File: src/belt_cts_pkg.sv
// ----------------------------------------------------------------------------
// belt_cts_pkg
// Shared constants and functions for the BelT CBC ciphertext stealing unit.
// ----------------------------------------------------------------------------
`default_nettype none

package belt_cts_pkg;

    localparam int BLK_BYTES = 16;
    localparam int BLK_W     = 8 * BLK_BYTES;
    localparam int KEY_W     = 256;
    localparam int CNT_W     = 5;
    localparam int CFG_IDX_W = 3;

    localparam logic [CFG_IDX_W-1:0] CFG_KEY_0   = 3'd0;
    localparam logic [CFG_IDX_W-1:0] CFG_KEY_1   = 3'd1;
    localparam logic [CFG_IDX_W-1:0] CFG_KEY_2   = 3'd2;
    localparam logic [CFG_IDX_W-1:0] CFG_KEY_3   = 3'd3;
    localparam logic [CFG_IDX_W-1:0] CFG_IV_HIGH = 3'd4;
    localparam logic [CFG_IDX_W-1:0] CFG_IV_LOW  = 3'd5;
    localparam logic [CFG_IDX_W-1:0] CFG_DECRYPT = 3'd6;

    localparam logic [CNT_W-1:0] FULL_COUNT = CNT_W'(BLK_BYTES);

    localparam logic [7:0] SBOX [0:255] = '{
        8'hB1,8'h94,8'hBA,8'hC8,8'h0A,8'h08,8'hF5,8'h3B,8'h36,8'h6D,8'h00,8'h8E,8'h58,8'h4A,8'h5D,8'hE4,
        8'h85,8'h04,8'hFA,8'h9D,8'h1B,8'hB6,8'hC7,8'hAC,8'h25,8'h2E,8'h72,8'hC2,8'h02,8'hFD,8'hCE,8'h0D,
        8'h5B,8'hE3,8'hD6,8'h12,8'h17,8'hB9,8'h61,8'h81,8'hFE,8'h67,8'h86,8'hAD,8'h71,8'h6B,8'h89,8'h0B,
        8'h5C,8'hB0,8'hC0,8'hFF,8'h33,8'hC3,8'h56,8'hB8,8'h35,8'hC4,8'h05,8'hAE,8'hD8,8'hE0,8'h7F,8'h99,
        8'hE1,8'h2B,8'hDC,8'h1A,8'hE2,8'h82,8'h57,8'hEC,8'h70,8'h3F,8'hCC,8'hF0,8'h95,8'hEE,8'h8D,8'hF1,
        8'hC1,8'hAB,8'h76,8'h38,8'h9F,8'hE6,8'h78,8'hCA,8'hF7,8'hC6,8'hF8,8'h60,8'hD5,8'hBB,8'h9C,8'h4F,
        8'hF3,8'h3C,8'h65,8'h7B,8'h63,8'h7C,8'h30,8'h6A,8'hDD,8'h4E,8'hA7,8'h79,8'h9E,8'hB2,8'h3D,8'h31,
        8'h3E,8'h98,8'hB5,8'h6E,8'h27,8'hD3,8'hBC,8'hCF,8'h59,8'h1E,8'h18,8'h1F,8'h4C,8'h5A,8'hB7,8'h93,
        8'hE9,8'hDE,8'hE7,8'h2C,8'h8F,8'h0C,8'h0F,8'hA6,8'h2D,8'hDB,8'h49,8'hF4,8'h6F,8'h73,8'h96,8'h47,
        8'h06,8'h07,8'h53,8'h16,8'hED,8'h24,8'h7A,8'h37,8'h39,8'hCB,8'hA3,8'h83,8'h03,8'hA9,8'h8B,8'hF6,
        8'h92,8'hBD,8'h9B,8'h1C,8'hE5,8'hD1,8'h41,8'h01,8'h54,8'h45,8'hFB,8'hC9,8'h5E,8'h4D,8'h0E,8'hF2,
        8'h68,8'h20,8'h80,8'hAA,8'h22,8'h7D,8'h64,8'h2F,8'h26,8'h87,8'hF9,8'h34,8'h90,8'h40,8'h55,8'h11,
        8'hBE,8'h32,8'h97,8'h13,8'h43,8'hFC,8'h9A,8'h48,8'hA0,8'h2A,8'h88,8'h5F,8'h19,8'h4B,8'h09,8'hA1,
        8'h7E,8'hCD,8'hA4,8'hD0,8'h15,8'h44,8'hAF,8'h8C,8'hA5,8'h84,8'h50,8'hBF,8'h66,8'hD2,8'hE8,8'h8A,
        8'hA2,8'hD7,8'h46,8'h52,8'h42,8'hA8,8'hDF,8'hB3,8'h69,8'h74,8'hC5,8'h51,8'hEB,8'h23,8'h29,8'h21,
        8'hD4,8'hEF,8'hD9,8'hB4,8'h3A,8'h62,8'h28,8'h75,8'h91,8'h14,8'h10,8'hEA,8'h77,8'h6C,8'hDA,8'h1D
    };

    function automatic logic [31:0] bswap32(input logic [31:0] w);
        return {w[7:0], w[15:8], w[23:16], w[31:24]};
    endfunction

    function automatic logic [31:0] belt_g(input logic [31:0] u, input int unsigned r);
        logic [31:0] s;
        s = {SBOX[u[31:24]], SBOX[u[23:16]], SBOX[u[15:8]], SBOX[u[7:0]]};
        return (s << r) | (s >> (32 - r));
    endfunction

    function automatic logic [BLK_W-1:0] keep_mask(input logic [CNT_W-1:0] n);
        return ~({BLK_W{1'b1}} >> ({3'd0, n} * 8));
    endfunction

endpackage

`default_nettype wire

File: src/belt_cts_cipher.sv
// ----------------------------------------------------------------------------
// belt_cts_cipher
// BelT block cipher, eight unrolled rounds, combinational encrypt or decrypt.
// ----------------------------------------------------------------------------
`default_nettype none

module belt_cts_cipher (
    input  wire logic [belt_cts_pkg::KEY_W-1:0] key,
    input  wire logic [belt_cts_pkg::BLK_W-1:0] blk_in,
    input  wire logic                           dec,
    output logic      [belt_cts_pkg::BLK_W-1:0] blk_out
);
    import belt_cts_pkg::*;

    logic [31:0] k [8];

    always_comb
    begin
        for (int i = 0; i < 8; i++)
        begin
            k[i] = bswap32(key[KEY_W-1-32*i -: 32]);
        end
    end

    always_comb
    begin
        logic [31:0] a, b, c, d, e, t;
        a = bswap32(blk_in[127:96]);
        b = bswap32(blk_in[95:64]);
        c = bswap32(blk_in[63:32]);
        d = bswap32(blk_in[31:0]);
        if (!dec)
        begin
            for (int i = 0; i < 8; i++)
            begin
                b = b ^ belt_g(a + k[3'(7*i)], 5);
                c = c ^ belt_g(d + k[3'(7*i+1)], 21);
                a = a - belt_g(b + k[3'(7*i+2)], 13);
                e = belt_g(b + c + k[3'(7*i+3)], 21) ^ 32'(i + 1);
                b = b + e;
                c = c - e;
                d = d + belt_g(c + k[3'(7*i+4)], 13);
                b = b ^ belt_g(a + k[3'(7*i+5)], 21);
                c = c ^ belt_g(d + k[3'(7*i+6)], 5);
                t = a; a = b; b = t;
                t = c; c = d; d = t;
                t = b; b = c; c = t;
            end
            blk_out = {bswap32(b), bswap32(d), bswap32(a), bswap32(c)};
        end
        else
        begin
            for (int i = 8; i >= 1; i--)
            begin
                b = b ^ belt_g(a + k[3'(7*(i-1)+6)], 5);
                c = c ^ belt_g(d + k[3'(7*(i-1)+5)], 21);
                a = a - belt_g(b + k[3'(7*(i-1)+4)], 13);
                e = belt_g(b + c + k[3'(7*(i-1)+3)], 21) ^ 32'(i);
                b = b + e;
                c = c - e;
                d = d + belt_g(c + k[3'(7*(i-1)+2)], 13);
                b = b ^ belt_g(a + k[3'(7*(i-1)+1)], 21);
                c = c ^ belt_g(d + k[3'(7*(i-1))], 5);
                t = a; a = b; b = t;
                t = c; c = d; d = t;
                t = a; a = d; d = t;
            end
            blk_out = {bswap32(c), bswap32(a), bswap32(d), bswap32(b)};
        end
    end

endmodule

`default_nettype wire

File: src/belt_cbc_cts_cipher_unit.sv
// ----------------------------------------------------------------------------
// belt_cbc_cts_cipher_unit
// BelT CBC mode with ciphertext stealing, one 16-byte block per transaction.
//
//   channel  direction  handshake             payload
//   cfg      in         cfg_valid/cfg_ready   cfg_index, cfg_data
//   in       in         in_valid/in_ready     data_high, data_low, byte_count,
//                                             last_block
//   out      out        out_valid/out_ready   result_high, result_low,
//                                             result_bytes, end_of_message, error
//
// One cipher pass per cycle through the unrolled round logic; a new
// transaction is taken every cycle unless the input stalls as below.
// A full last block with a block pending closes in S_FULL2; a short last
// block with a block pending takes two cipher passes and a tail.
// Results sit in one output register; input stalls while it is full and
// not taken, and during the later steps of a closing block.
// Reset clears pending state and empties the output.
// ----------------------------------------------------------------------------
`default_nettype none

module belt_cbc_cts_cipher_unit (
    input  wire logic                               clk,
    input  wire logic                               rst_n,
    input  wire logic                               cfg_valid,
    output logic                                    cfg_ready,
    input  wire logic [belt_cts_pkg::CFG_IDX_W-1:0] cfg_index,
    input  wire logic [63:0]                        cfg_data,
    input  wire logic                               in_valid,
    output logic                                    in_ready,
    input  wire logic [63:0]                        data_high,
    input  wire logic [63:0]                        data_low,
    input  wire logic [belt_cts_pkg::CNT_W-1:0]     byte_count,
    input  wire logic                               last_block,
    output logic                                    out_valid,
    input  wire logic                               out_ready,
    output logic [63:0]                             result_high,
    output logic [63:0]                             result_low,
    output logic [belt_cts_pkg::CNT_W-1:0]          result_bytes,
    output logic                                    end_of_message,
    output logic                                    error
);
    import belt_cts_pkg::*;

    typedef enum logic [2:0] {S_IDLE, S_FULL2, S_ENC2, S_DEC2, S_TAIL} state_t;

    state_t              state_reg, state_next;
    logic [KEY_W-1:0]    key_reg;
    logic [BLK_W-1:0]    iv_reg;
    logic                dec_reg;
    logic [BLK_W-1:0]    chain_reg, chain_next;
    logic [BLK_W-1:0]    pend_reg, pend_next;
    logic                pv_reg, pv_next;
    logic [BLK_W-1:0]    x_reg, x_next;
    logic [BLK_W-1:0]    sv_reg, sv_next;
    logic [CNT_W-1:0]    n_reg, n_next;
    logic                out_valid_reg, out_valid_next;
    logic [BLK_W-1:0]    res_reg, res_next;
    logic [CNT_W-1:0]    rbytes_reg, rbytes_next;
    logic                eom_reg, eom_next;
    logic                err_reg, err_next;

    logic                go, accept;
    logic [CNT_W-1:0]    n_eff;
    logic [BLK_W-1:0]    x_in, cv, src, c_in, c_out;
    logic                c_dec;

    assign cfg_ready = 1'b1;
    assign go        = !out_valid_reg || out_ready;
    assign in_ready  = go && (state_reg == S_IDLE);
    assign accept    = in_valid && in_ready;

    assign n_eff = (!last_block || byte_count == '0 || byte_count > FULL_COUNT)
                   ? FULL_COUNT : byte_count;
    assign x_in  = {data_high, data_low} & keep_mask(n_eff);
    assign cv    = pv_reg ? chain_reg : iv_reg;

    belt_cts_cipher u_cipher (
        .key     (key_reg),
        .blk_in  (c_in),
        .dec     (c_dec),
        .blk_out (c_out)
    );

    always_comb
    begin
        state_next     = state_reg;
        chain_next     = chain_reg;
        pend_next      = pend_reg;
        pv_next        = pv_reg;
        x_next         = x_reg;
        sv_next        = sv_reg;
        n_next         = n_reg;
        out_valid_next = go ? 1'b0 : out_valid_reg;
        res_next       = res_reg;
        rbytes_next    = rbytes_reg;
        eom_next       = eom_reg;
        err_next       = err_reg;
        c_dec          = dec_reg;
        src            = (last_block && !pv_reg) ? x_in : pend_reg;
        c_in           = dec_reg ? src : (src ^ cv);
        case (state_reg)
            S_IDLE:
            begin
                if (accept)
                begin
                    x_next = x_in;
                    n_next = n_eff;
                    if (!last_block)
                    begin
                        pend_next  = x_in;
                        pv_next    = 1'b1;
                        chain_next = pv_reg ? (dec_reg ? src : c_out) : cv;
                        if (pv_reg)
                        begin
                            out_valid_next = 1'b1;
                            res_next       = dec_reg ? (c_out ^ cv) : c_out;
                            rbytes_next    = FULL_COUNT;
                            eom_next       = 1'b0;
                            err_next       = 1'b0;
                        end
                    end
                    else if (!pv_reg)
                    begin
                        out_valid_next = 1'b1;
                        eom_next       = 1'b1;
                        if (n_eff == FULL_COUNT)
                        begin
                            res_next    = dec_reg ? (c_out ^ cv) : c_out;
                            rbytes_next = FULL_COUNT;
                            err_next    = 1'b0;
                        end
                        else
                        begin
                            res_next    = '0;
                            rbytes_next = '0;
                            err_next    = 1'b1;
                        end
                    end
                    else if (n_eff == FULL_COUNT)
                    begin
                        out_valid_next = 1'b1;
                        res_next       = dec_reg ? (c_out ^ cv) : c_out;
                        rbytes_next    = FULL_COUNT;
                        eom_next       = 1'b0;
                        err_next       = 1'b0;
                        chain_next     = dec_reg ? src : c_out;
                        state_next     = S_FULL2;
                    end
                    else
                    begin
                        chain_next = cv;
                        sv_next    = dec_reg ? (c_out ^ x_in) : c_out;
                        state_next = dec_reg ? S_DEC2 : S_ENC2;
                    end
                end
            end
            S_FULL2:
            begin
                c_in = dec_reg ? x_reg : (x_reg ^ chain_reg);
                if (go)
                begin
                    out_valid_next = 1'b1;
                    res_next       = dec_reg ? (c_out ^ chain_reg) : c_out;
                    rbytes_next    = FULL_COUNT;
                    eom_next       = 1'b1;
                    err_next       = 1'b0;
                    pv_next        = 1'b0;
                    state_next     = S_IDLE;
                end
            end
            S_ENC2:
            begin
                c_dec = 1'b0;
                c_in  = sv_reg ^ x_reg;
                if (go)
                begin
                    out_valid_next = 1'b1;
                    res_next       = c_out;
                    rbytes_next    = FULL_COUNT;
                    eom_next       = 1'b0;
                    err_next       = 1'b0;
                    state_next     = S_TAIL;
                end
            end
            S_DEC2:
            begin
                c_dec = 1'b1;
                c_in  = (x_reg & keep_mask(n_reg)) | (sv_reg & ~keep_mask(n_reg));
                if (go)
                begin
                    out_valid_next = 1'b1;
                    res_next       = c_out ^ chain_reg;
                    rbytes_next    = FULL_COUNT;
                    eom_next       = 1'b0;
                    err_next       = 1'b0;
                    state_next     = S_TAIL;
                end
            end
            S_TAIL:
            begin
                if (go)
                begin
                    out_valid_next = 1'b1;
                    res_next       = sv_reg & keep_mask(n_reg);
                    rbytes_next    = n_reg;
                    eom_next       = 1'b1;
                    err_next       = 1'b0;
                    pv_next        = 1'b0;
                    state_next     = S_IDLE;
                end
            end
            default:
            begin
                state_next = S_IDLE;
            end
        endcase
    end

    always_ff @(posedge clk or negedge rst_n)
    begin
        if (!rst_n)
        begin
            state_reg     <= S_IDLE;
            pv_reg        <= 1'b0;
            out_valid_reg <= 1'b0;
            key_reg       <= '0;
            iv_reg        <= '0;
            dec_reg       <= 1'b0;
            chain_reg     <= '0;
        end
        else
        begin
            state_reg     <= state_next;
            pv_reg        <= pv_next;
            out_valid_reg <= out_valid_next;
            chain_reg     <= chain_next;
            if (cfg_valid)
            begin
                case (cfg_index)
                    CFG_KEY_0:   key_reg[255:192] <= cfg_data;
                    CFG_KEY_1:   key_reg[191:128] <= cfg_data;
                    CFG_KEY_2:   key_reg[127:64]  <= cfg_data;
                    CFG_KEY_3:   key_reg[63:0]    <= cfg_data;
                    CFG_IV_HIGH: iv_reg[127:64]   <= cfg_data;
                    CFG_IV_LOW:  iv_reg[63:0]     <= cfg_data;
                    CFG_DECRYPT: dec_reg          <= cfg_data[0];
                    default:     ;
                endcase
            end
        end
    end

    always_ff @(posedge clk)
    begin
        pend_reg   <= pend_next;
        x_reg      <= x_next;
        sv_reg     <= sv_next;
        n_reg      <= n_next;
        res_reg    <= res_next;
        rbytes_reg <= rbytes_next;
        eom_reg    <= eom_next;
        err_reg    <= err_next;
    end

    assign out_valid      = out_valid_reg;
    assign result_high    = res_reg[127:64];
    assign result_low     = res_reg[63:0];
    assign result_bytes   = rbytes_reg;
    assign end_of_message = eom_reg;
    assign error          = err_reg;

    a_err_eom: assert property (@(posedge clk) disable iff (!rst_n)
        (out_valid && error) |-> (end_of_message && result_bytes == '0))
        else $error("error result without end of message");

    a_busy_blocks: assert property (@(posedge clk) disable iff (!rst_n)
        (state_reg != S_IDLE) |-> !in_ready)
        else $error("input taken during multi-cycle step");

    a_tail_pending: assert property (@(posedge clk) disable iff (!rst_n)
        (state_reg == S_TAIL || state_reg == S_FULL2) |-> pv_reg)
        else $error("closing step without pending block");

    a_tail_full: assert property (@(posedge clk) disable iff (!rst_n)
        (state_reg == S_TAIL && go) |=> (out_valid && end_of_message))
        else $error("tail step lost its result");

endmodule

`default_nettype wire
File: config.mk
export PLATFORM = sky130hd
export DESIGN_NAME = belt_cbc_cts_cipher_unit
export DESIGN_NICKNAME = d
export VERILOG_FILES = /design/src/belt_cts_pkg.sv /design/src/belt_cts_cipher.sv /design/src/belt_cbc_cts_cipher_unit.sv
export SDC_FILE = /design/constraint.sdc
export NUM_CORES = 1
export LEC_CHECK = 0
export BUFFER_PORTS_ARGS = -buffer_cell sky130_fd_sc_hd__buf_2
export CAP_MARGIN = 20
export CELL_PAD_IN_SITES_DETAIL_PLACEMENT = 1
export CELL_PAD_IN_SITES_GLOBAL_PLACEMENT = 1
export CORE_AREA = 2 2 132 134
export CTS_CLUSTER_DIAMETER = 80
export DETAILED_ROUTE_END_ITERATION = 8
export DIE_AREA = 0 0 134 136
export HOLD_SLACK_MARGIN = 0.03
export PLACE_DENSITY = 0.6
export SLEW_MARGIN = 10
export SYNTH_ARGS = -nofsm -noshare
export SYNTH_HDL_FRONTEND = slang
export SYNTH_SLANG_ARGS = --single-unit
File: constraint.sdc
create_clock -name clk -period 5.42 [get_ports clk]
set_clock_uncertainty 0.05 [all_clocks]
set_input_delay 0.813 -clock clk [delete_from_list [all_inputs] [get_ports clk]]
set_output_delay 0.813 -clock clk [all_outputs]
set_load 0.03 [all_outputs]
* Word level (Yosys, flattened, before mapping)
Cells that the tools add are included.
** Cells by class
- Order comparisons :: 1
- Eq/ne operators :: 17
- Muxes and demuxes :: 48
- Reduce and logical (&&, ||, !) cells :: 24
** Operator list (number)
- 128-bit two-way mux :: 5
- 128-bit one-hot mux with 2 select lines :: 1
- 5-bit two-way mux :: 9
- 1-bit two-way mux :: 21
- 3-bit two-way mux :: 5
- 5-bit one-hot mux with 3 select lines :: 1
- 6-bit AND reduction :: 2
- 2-bit inequality test (second input constant) :: 5
- 5-bit AND reduction :: 2
- 3-bit one-hot mux with 3 select lines :: 1
- 2-bit by 1-bit inequality test with 1-bit output (second input constant) :: 4
- 3-bit by 2-bit == test with 1-bit output (second input constant) :: 2
- 3-bit == test (second input constant) :: 2
- 1-bit one-hot mux with 2 select lines :: 3
- 3-bit nonzero test :: 2
- 5-bit == test (second input constant) :: 1
- 5-bit > comparator (second input constant) :: 1
- 5-bit logical NOT :: 1
- 4-bit by 3-bit inequality test with 1-bit output (second input constant) :: 1
- 2-bit AND reduction :: 2
- 4-bit AND reduction :: 1
- 2-bit nonzero test :: 2
- 2-bit OR reduction :: 2
- 4-bit OR reduction :: 1
- 9 further kinds :: 13
** Word-level totals
- Register bits :: 146
- Input port bits :: 206
- Word-level logic and storage cells :: 99

* Logic depth before layout (Yosys ltp)
Gate-level depths: netlist (run 1).
- Depth in word-level cells :: 10
- Mapped depth :: 4
- Depth with buffers taken out :: 3

* Cells and area by module
Synthesis (run 1) repeated with hierarchy kept, for this count alone.
** Second synthesis, totals
- Cells, all modules :: 6505
- Area total of the unflattened synthesis :: 63702.3 µm²
** By module, submodules not included
- belt_cbc_cts_cipher_unit :: times used 1, cells each 6376, area each 62737.7 µm², sequential area each 28697.5 µm²
- belt_cts_cipher :: times used 1, cells each 129, area each 964.7 µm², sequential area each 0.0 µm²

* Worst setup path before layout (run 1)
Ideal clock, no wire load.
- Kind :: input port to output port
- From :: input port out_ready
- To :: output port in_ready
- Data arrival time :: 1.424 ns
- Data required time :: 4.557 ns
- Slack :: 3.133 ns
- Cell stages on the path :: 3
- Buffers on the path :: 1
- Cell sequence :: nor2b_1 > clkbuf_1 > nor2_1
** On the way
- Word-level cells in the longest chain between the ends :: 2
** Ends and longest elaborated chain
- from (decl) :: line belt_cbc_cts_cipher_unit.sv:36 : input wire logic out_ready,
- 1-bit logical OR :: line belt_cbc_cts_cipher_unit.sv:69 : assign go = !out_valid_reg || out_ready;
- 1-bit logical AND :: line belt_cbc_cts_cipher_unit.sv:70 : assign in_ready = go && (state_reg == S_IDLE);
- to (decl) :: line belt_cbc_cts_cipher_unit.sv:30 : output logic in_ready,
No other way between the ends.

* Worst setup path after layout (run 1)
Ends and elaborated chain as after synthesis.

==> results of run 1 <==
cell families after synthesis:
| group | count (synthesis) | synth area share |
|---|---|---|
| buffers and inverters | 133 | 0.537 |
| AOI/OAI and AO/OA | 19 | 0.0794 |
| other | 2 | 0.00407 |
| muxes | 1 | 0.00611 |
| DFF | 18 | 0.277 |
| and+or+nand+nor | 31 | 0.0963 |
cell usage in the layout, fill, tap and decap left out, types with 4 or more instances in the layout:
master,instances
edfxtp_1,12
nand2_1,5
conb_1,129
dfrtp_1,6
and3_1,5
nor2b_1,4
and2_1,5
buf_2,23
o21ai_0,6
nor2_1,4
metrics by stage:
| step | util | worst slack [ps] | power, uW | hold WS (ps) |
|---|---|---|---|---|
| global placement | 0.103 | 2830 | 462 | 465 |
| detailed placement | 0.103 | 2860 | 463 | 464 |
| floorplan | - | 3130 | 499 | 431 |
| CTS | 0.107 | 2870 | 611 | 334 |
| global route | 0.107 | 2800 | 637 | 333 |
| finish | 0.107 | 2890 | 607 | 332 |
where the power goes:
group / internal (uW) / switching (uW) / leakage, uW / total [uW]
Sequential: 184 / 18.3 / 0.000188 / 202
Clock: 97.9 / 47.0 / 0.0000385 / 145
Combinational: 49.6 / 211 / 0.000673 / 260
Total: 331 / 276 / 0.000900 / 607
path summary, 6_finish.rpt:
kind / start / to / slack (ps)
min in group clk: dec_reg$_DFFE_PN0P_ / dec_reg$_DFFE_PN0P_ / 480
worst min-delay path: rst_n / dec_reg$_DFFE_PN0P_ / 330
worst min register to register: dec_reg$_DFFE_PN0P_ / dec_reg$_DFFE_PN0P_ / 480
worst max register to register: state_reg[2]$_DFFE_PN0P_ / n_reg[0]$_DFFE_PP_ / 3290
max in group asynchronous: rst_n / state_reg[1]$_DFFE_PN0P_ / 4840
worst max-delay path: out_ready / in_ready / 2890
metal layers:
| metal | vias to the layer above | GRT usage | wire [um] |
|---|---|---|---|
| li1 | 448 | - | - |
| met1 | 449 | 0.0277 | 1010 |
| met2 | 126 | 0.0379 | 1060 |
| met3 | 0 | 0.00858 | 548 |
| met4 | 0 | 0.00355 | 0 |
| met5 | - | 0 | 0 |
area by class of cell:
cell class	instances	share of cell area
tap	225	0.156
sequential	18	0.282
clock inverter	1	0.00207
clock buffer	3	0.0415
timing repair buffer	23	0.0636
inverter	1	0.00207
multi-input combinational	180	0.453
worst register-to-register path, stage by stage (launching register included):
cell and delay [ps]:
dfrtp_1 520, or3_1 560, nor3_1 640
==> impl_metrics.json, run 1 <==
{
  "status": "finished clean",
  "cp-start-kind": "primary input",
  "coreArea_um2": 16900,
  "fill_cells": 2045,
  "syn2layout_area_growth_pct": -1.90,
  "ys_ff_latch": 18,
  "ctsHoldBuffers": 0,
  "ios": 344,
  "grt_usage": 0.0225,
  "gr-total-overflow": 0,
  "routed_wl_um": 2620,
  "fin_area_um2": 1810,
  "cts-root-buf": "clkbuf_16",
  "fp.dieH_um": 136,
  "path_class": "in2out",
  "avgSynthCellArea_um2": 9.04,
  "crit_family": "simple AND/OR/NAND/NOR gates",
  "worstPathArrival_ps": 1670,
  "hp-class": "in2async",
  "worstPathBufferInverterCount": 2,
  "fin_cells": 451,
  "clock_path_buffers": 2,
  "crit_chain": "buf_2, nor2b_1, nor2_1, buf_2",
  "yosys.area.top_type": "buf_4",
  "max_slew_margin": 0.521,
  "cts_setup_buffers": 0,
  "ys.flop_type": "edfxtp_1",
  "post_cts_resized": 0,
  "clock_latency_ps": 240,
  "reg2regPathDepth": 2,
  "grt_pass1_wl_um": 3440,
  "timing.setup.tns_ps": 0,
  "drc_errors": 0,
  "critical-path-max-stage-delay_ps": 490,
  "numCtsBuffers": 3,
  "p_per_area_nw_per_um2": 336,
  "post_drt_via_cell_ratio": 2.27,
  "max_cap_violations": 0,
  "ys_top_cells_by_count": "buf_4 (129), edfxtp_1 (12), dfrtp_1 (6), o21ai_0 (6)",
  "yosysSeqAreaShare": 0.277,
  "worst_slew_pin_slew_ps": 713,
  "crit_top_cell": "buf_2",
  "cpMaxStageDelayCell": "nor2b_1",
  "antenna_found_initial": 0,
  "cp.depth": 4,
  "dp_hpwl_um": 2180,
  "finalCritPeriodShare": 0.468,
  "dieArea_um2": 18200,
  "io_buffer_count": 23,
  "initialDrtViolationCount": 53,
  "final_max_slew_viol_count": 0,
  "endpoint_kind": "output pin",
  "yosys_warnings": 0,
  "wl_per_cell_um": 5.81,
  "grt_pass1_vias": 770,
  "yosysMostFrequentCell": "buf_4",
  "multi_input_area_um2": 820,
  "synth-async-reset-ratio": 0.333,
  "drive_gt1_frac": 0.137,
  "synth.distinct_cells": 30,
  "synth_edf_count": 12,
  "crit_fanout": 9,
  "syn-cell-area_um2": 1840,
  "syn-instance-count": 204,
  "dp.cells": 447,
  "grt_start_max_net_pins": 14,
  "synthTopCellsByArea": "buf_4 (53%), edfxtp_1 (20%), dfrtp_1 (8.1%)",
  "route.vias.total": 1023,
  "initial_core_util": 0.109,
  "clk_pin_slew_ps": 50,
  "fin_crit_ps": 2530,
  "gp_congestion": 0.653,
  "numClockSinks": 18,
  "rows": 48,
  "finalSetupViolCount": 0,
  "synth_top_cell_area_share": 0.525,
  "fin_nets": 433,
  "ctsHtreeMaxLevel": 1,
  "power_leakage_uw": 0.000900,
  "max-vdd-ir-drop_uv": 172,
  "first_pass_iters": 2,
  "worstPathRequired_ps": 4560,
  "ff_latch_area_um2": 510,
  "fmax_mhz": 394,
  "grt_setup_unrepaired": "no",
  "diodes": 0,
  "fp.dieW_um": 134,
  "placed_cell_area_um2": 1730,
  "hold_viol": 0,
  "cts_tree": "done",
  "ant_nets": 0
}
No activity file was read; power rests on OpenSTA's default activity.
==> inputs of run 2 (changes only) <==
--- a/config.mk
+++ b/config.mk
@@ -5,16 +5,17 @@
 export SDC_FILE = /design/constraint.sdc
 export NUM_CORES = 1
 export LEC_CHECK = 0
+export ABC_AREA = 1
 export BUFFER_PORTS_ARGS = -buffer_cell sky130_fd_sc_hd__buf_2
 export CAP_MARGIN = 20
 export CELL_PAD_IN_SITES_DETAIL_PLACEMENT = 1
 export CELL_PAD_IN_SITES_GLOBAL_PLACEMENT = 1
-export CORE_AREA = 2 2 132 134
+export CORE_AREA = 2 2 135 137
 export CTS_CLUSTER_DIAMETER = 80
 export DETAILED_ROUTE_END_ITERATION = 8
-export DIE_AREA = 0 0 134 136
+export DIE_AREA = 0 0 137 139
 export HOLD_SLACK_MARGIN = 0.03
-export PLACE_DENSITY = 0.6
+export PLACE_DENSITY = 0.61
 export SLEW_MARGIN = 10
 export SYNTH_ARGS = -nofsm -noshare
 export SYNTH_HDL_FRONTEND = slang
==> constraint.sdc (replaced) <==
create_clock -name clk -period 2.17 [get_ports clk]
set_clock_uncertainty 0.05 [all_clocks]
set_input_delay 0.3255 -clock clk [delete_from_list [all_inputs] [get_ports clk]]
set_output_delay 0.3255 -clock clk [all_outputs]
set_load 0.03 [all_outputs]
==> run 2 against run 1 <==
Against the previous run: die area increased by 4.5%; clock power rose to 2.6 times the previous value; via count increased by 11%; register-to-register slack got worse by 2800 ps; setup slack got worse by 2400 ps; core utilization increased by 0.093 points; hold slack worse by 33 ps; global-route usage is 1.2 points higher; power grew to 3.1 times the previous value; synthesized cell count is 17% higher; largest cell class unchanged.
==> impl_metrics.json, run 2 <==
{
  "fin_area_um2": 1910,
  "fin_nets": 472,
  "synth_edf_count": 12,
  "clock_latency_ps": 250,
  "reg2reg_to": "result_bytes[3]$_DFFE_PP_",
  "ctsHtreeMaxLevel": 1,
  "cts_tree": "done",
  "grt_pass1_vias": 1087,
  "worstPathRequired_ps": 1790,
  "yosysMostFrequentCell": "buf_4",
  "clk_pin_slew_ps": 60,
  "placed_cell_area_um2": 1820,
  "power_leakage_uw": 0.000995,
  "final_max_slew_viol_count": 0,
  "total_power_uw": 1860,
  "worstPathArrival_ps": 1350,
  "ios": 344,
  "r2r_start": "state_reg[0]$_DFFE_PN0P_",
  "synthXorXnorAreaFrac": 0,
  "coreArea_um2": 17700,
  "synthTopCellsByArea": "buf_4 (51%), edfxtp_1 (19%), dfrtp_1 (7.9%)",
  "fmax_mhz": 580,
  "timing.setup.tns_ps": 0,
  "antenna_found_initial": 1,
  "finalCritPeriodShare": 0.795,
  "hold_viol": 0,
  "gr-total-overflow": 0,
  "status": "finished clean",
  "fp.dieW_um": 137,
  "io_buffer_count": 23,
  "synth_simple_gate_area_share": 0.142,
  "max-vdd-ir-drop_uv": 393,
  "final_common_cell": "conb_1",
  "diodes": 0,
  "dp.cells": 489,
  "yosys.area.top_type": "buf_4",
  "drive_gt1_frac": 0.143,
  "numClockSinks": 18,
  "hp-class": "in2reg",
  "layout_common_cells": "conb_1 (129), buf_2 (23), inv_1 (22)",
  "ys_top_cells_by_count": "buf_4 (129), inv_1 (22), nand2_1 (19)",
  "synth-async-reset-ratio": 0.333,
  "syn2layout_area_growth_pct": -0.0655,
  "timing.reg2reg.setup_slack_ps": 490,
  "max_cap_violations": 0,
  "cp-start-kind": "flop",
  "yosysSeqAreaShare": 0.267,
  "grt_start_max_net_pins": 11,
  "endpoint_kind": "output pin",
  "route.vias.total": 1137,
  "cts-root-buf": "clkbuf_16",
  "p_per_area_nw_per_um2": 974,
  "first_pass_iters": 3,
  "routed_wl_um": 3340,
  "drc_errors": 0,
  "finalSetupViolCount": 0,
  "fin_crit_ps": 1720,
  "wl_per_cell_um": 6.75,
  "ys_ff_latch": 18,
  "syn-cell-area_um2": 1910,
  "muxShareOfSynthArea": 0,
  "initialDrtViolationCount": 32,
  "fin_cells": 494,
  "post_drt_via_cell_ratio": 2.30,
  "grt_pass1_wl_um": 5050,
  "gp_congestion": 0.748,
  "numCtsBuffers": 3,
  "reg2regPathDepth": 5,
  "clock_path_buffers": 2,
  "grt_usage": 0.0340,
  "ys.flop_type": "edfxtp_1",
  "dieArea_um2": 19000,
  "avgSynthCellArea_um2": 7.99,
  "rows": 49,
  "synth_top_family_by_area": "buffers and inverters",
  "syn-instance-count": 239,
  "synth_compound_area_frac": 0.0347,
  "yosys_warnings": 0,
  "fp.dieH_um": 139,
  "min_from": "cfg_data[0]",
  "synth_top_cell_area_share": 0.507,
  "synth.distinct_cells": 19,
  "dp_hpwl_um": 2910,
  "crit_fanout": 4,
  "holdPathEnd": "dec_reg$_DFFE_PN0P_",
  "fin_util": 0.108,
  "ant_nets": 0,
  "synthAdderAreaFrac": 0,
  "initial_core_util": 0.108,
  "grt_setup_unrepaired": "no",
  "path_class": "reg2out",
  "min_path_cells": 3
}
## run 2: metrics by stage
| stage | hold WS, ps | setup slack (ps) |
|---|---|---|
| after floorplan | -20.1 | 399 |
| after global placement | 125 | 458 |
| after detailed placement | 129 | 411 |
| after CTS | 299 | 423 |
| after global routing | 336 | 298 |
| final | 300 | 445 |
## run 2: timing repair
item | 4_1_cts | 5_1_grt
resized for setup | 0 | 0
endpoints found under the hold margin | 6 | 0
hold buffers | 1 | 0
buffers inserted | 0 | 0
## run 2: report_power, final
part / switching, uW / internal, uW
logic: 754 / 192
clock network: 131 / 245
registers: 42.5 / 495
total: 927 / 933
## run 2: kinds of logic after synthesis
group	Yosys count
AOI/OAI and AO/OA	12
DFF	18
other	2
and+or+nand+nor	55
buffers and inverters	152
## run 2: critical path, stage by stage (launching register included)
cell and delay (ps):
dfrtp_1 410, nor2_1 190, nand2_2 90, nor2_1 170, buf_2 230
## run 2: final cells by class
class,instances,area (um^2)
Timing Repair Buffer,24,125
Sequential cell,18,510
Inverter,23,86.3
Fill cell,2192,15700
Multi-Input combinational cell,196,822
Clock buffer,3,75.1
Clock inverter,1,3.75
Tap cell,229,287
## run 2: how the worst max path moves through the flow
| stage | startpoint | slack (ps) | cells after the start | to |
|---|---|---|---|---|
| CTS | state_reg[0]$_DFFE_PN0P_ | 420 | 4 | in_ready |
| finish | state_reg[0]$_DFFE_PN0P_ | 450 | 4 | in_ready |
| global route | state_reg[0]$_DFFE_PN0P_ | 300 | 4 | in_ready |
| floorplan | out_valid$_DFF_PN0_ | 400 | 5 | n_reg[0]$_DFFE_PP_ |
| detailed placement | byte_count[0] | 410 | 6 | result_bytes[1]$_DFFE_PP_ |
| global placement | byte_count[0] | 460 | 6 | result_bytes[1]$_DFFE_PP_ |
## run 2: layer usage
| layer | global-route usage | routed length [um] |
|---|---|---|
| met5 | 0 | 10 |
| met2 | 0.0566 | 1440 |
| met1 | 0.0406 | 1350 |
| met4 | 0.0147 | 68 |
| met3 | 0.00950 | 471 |
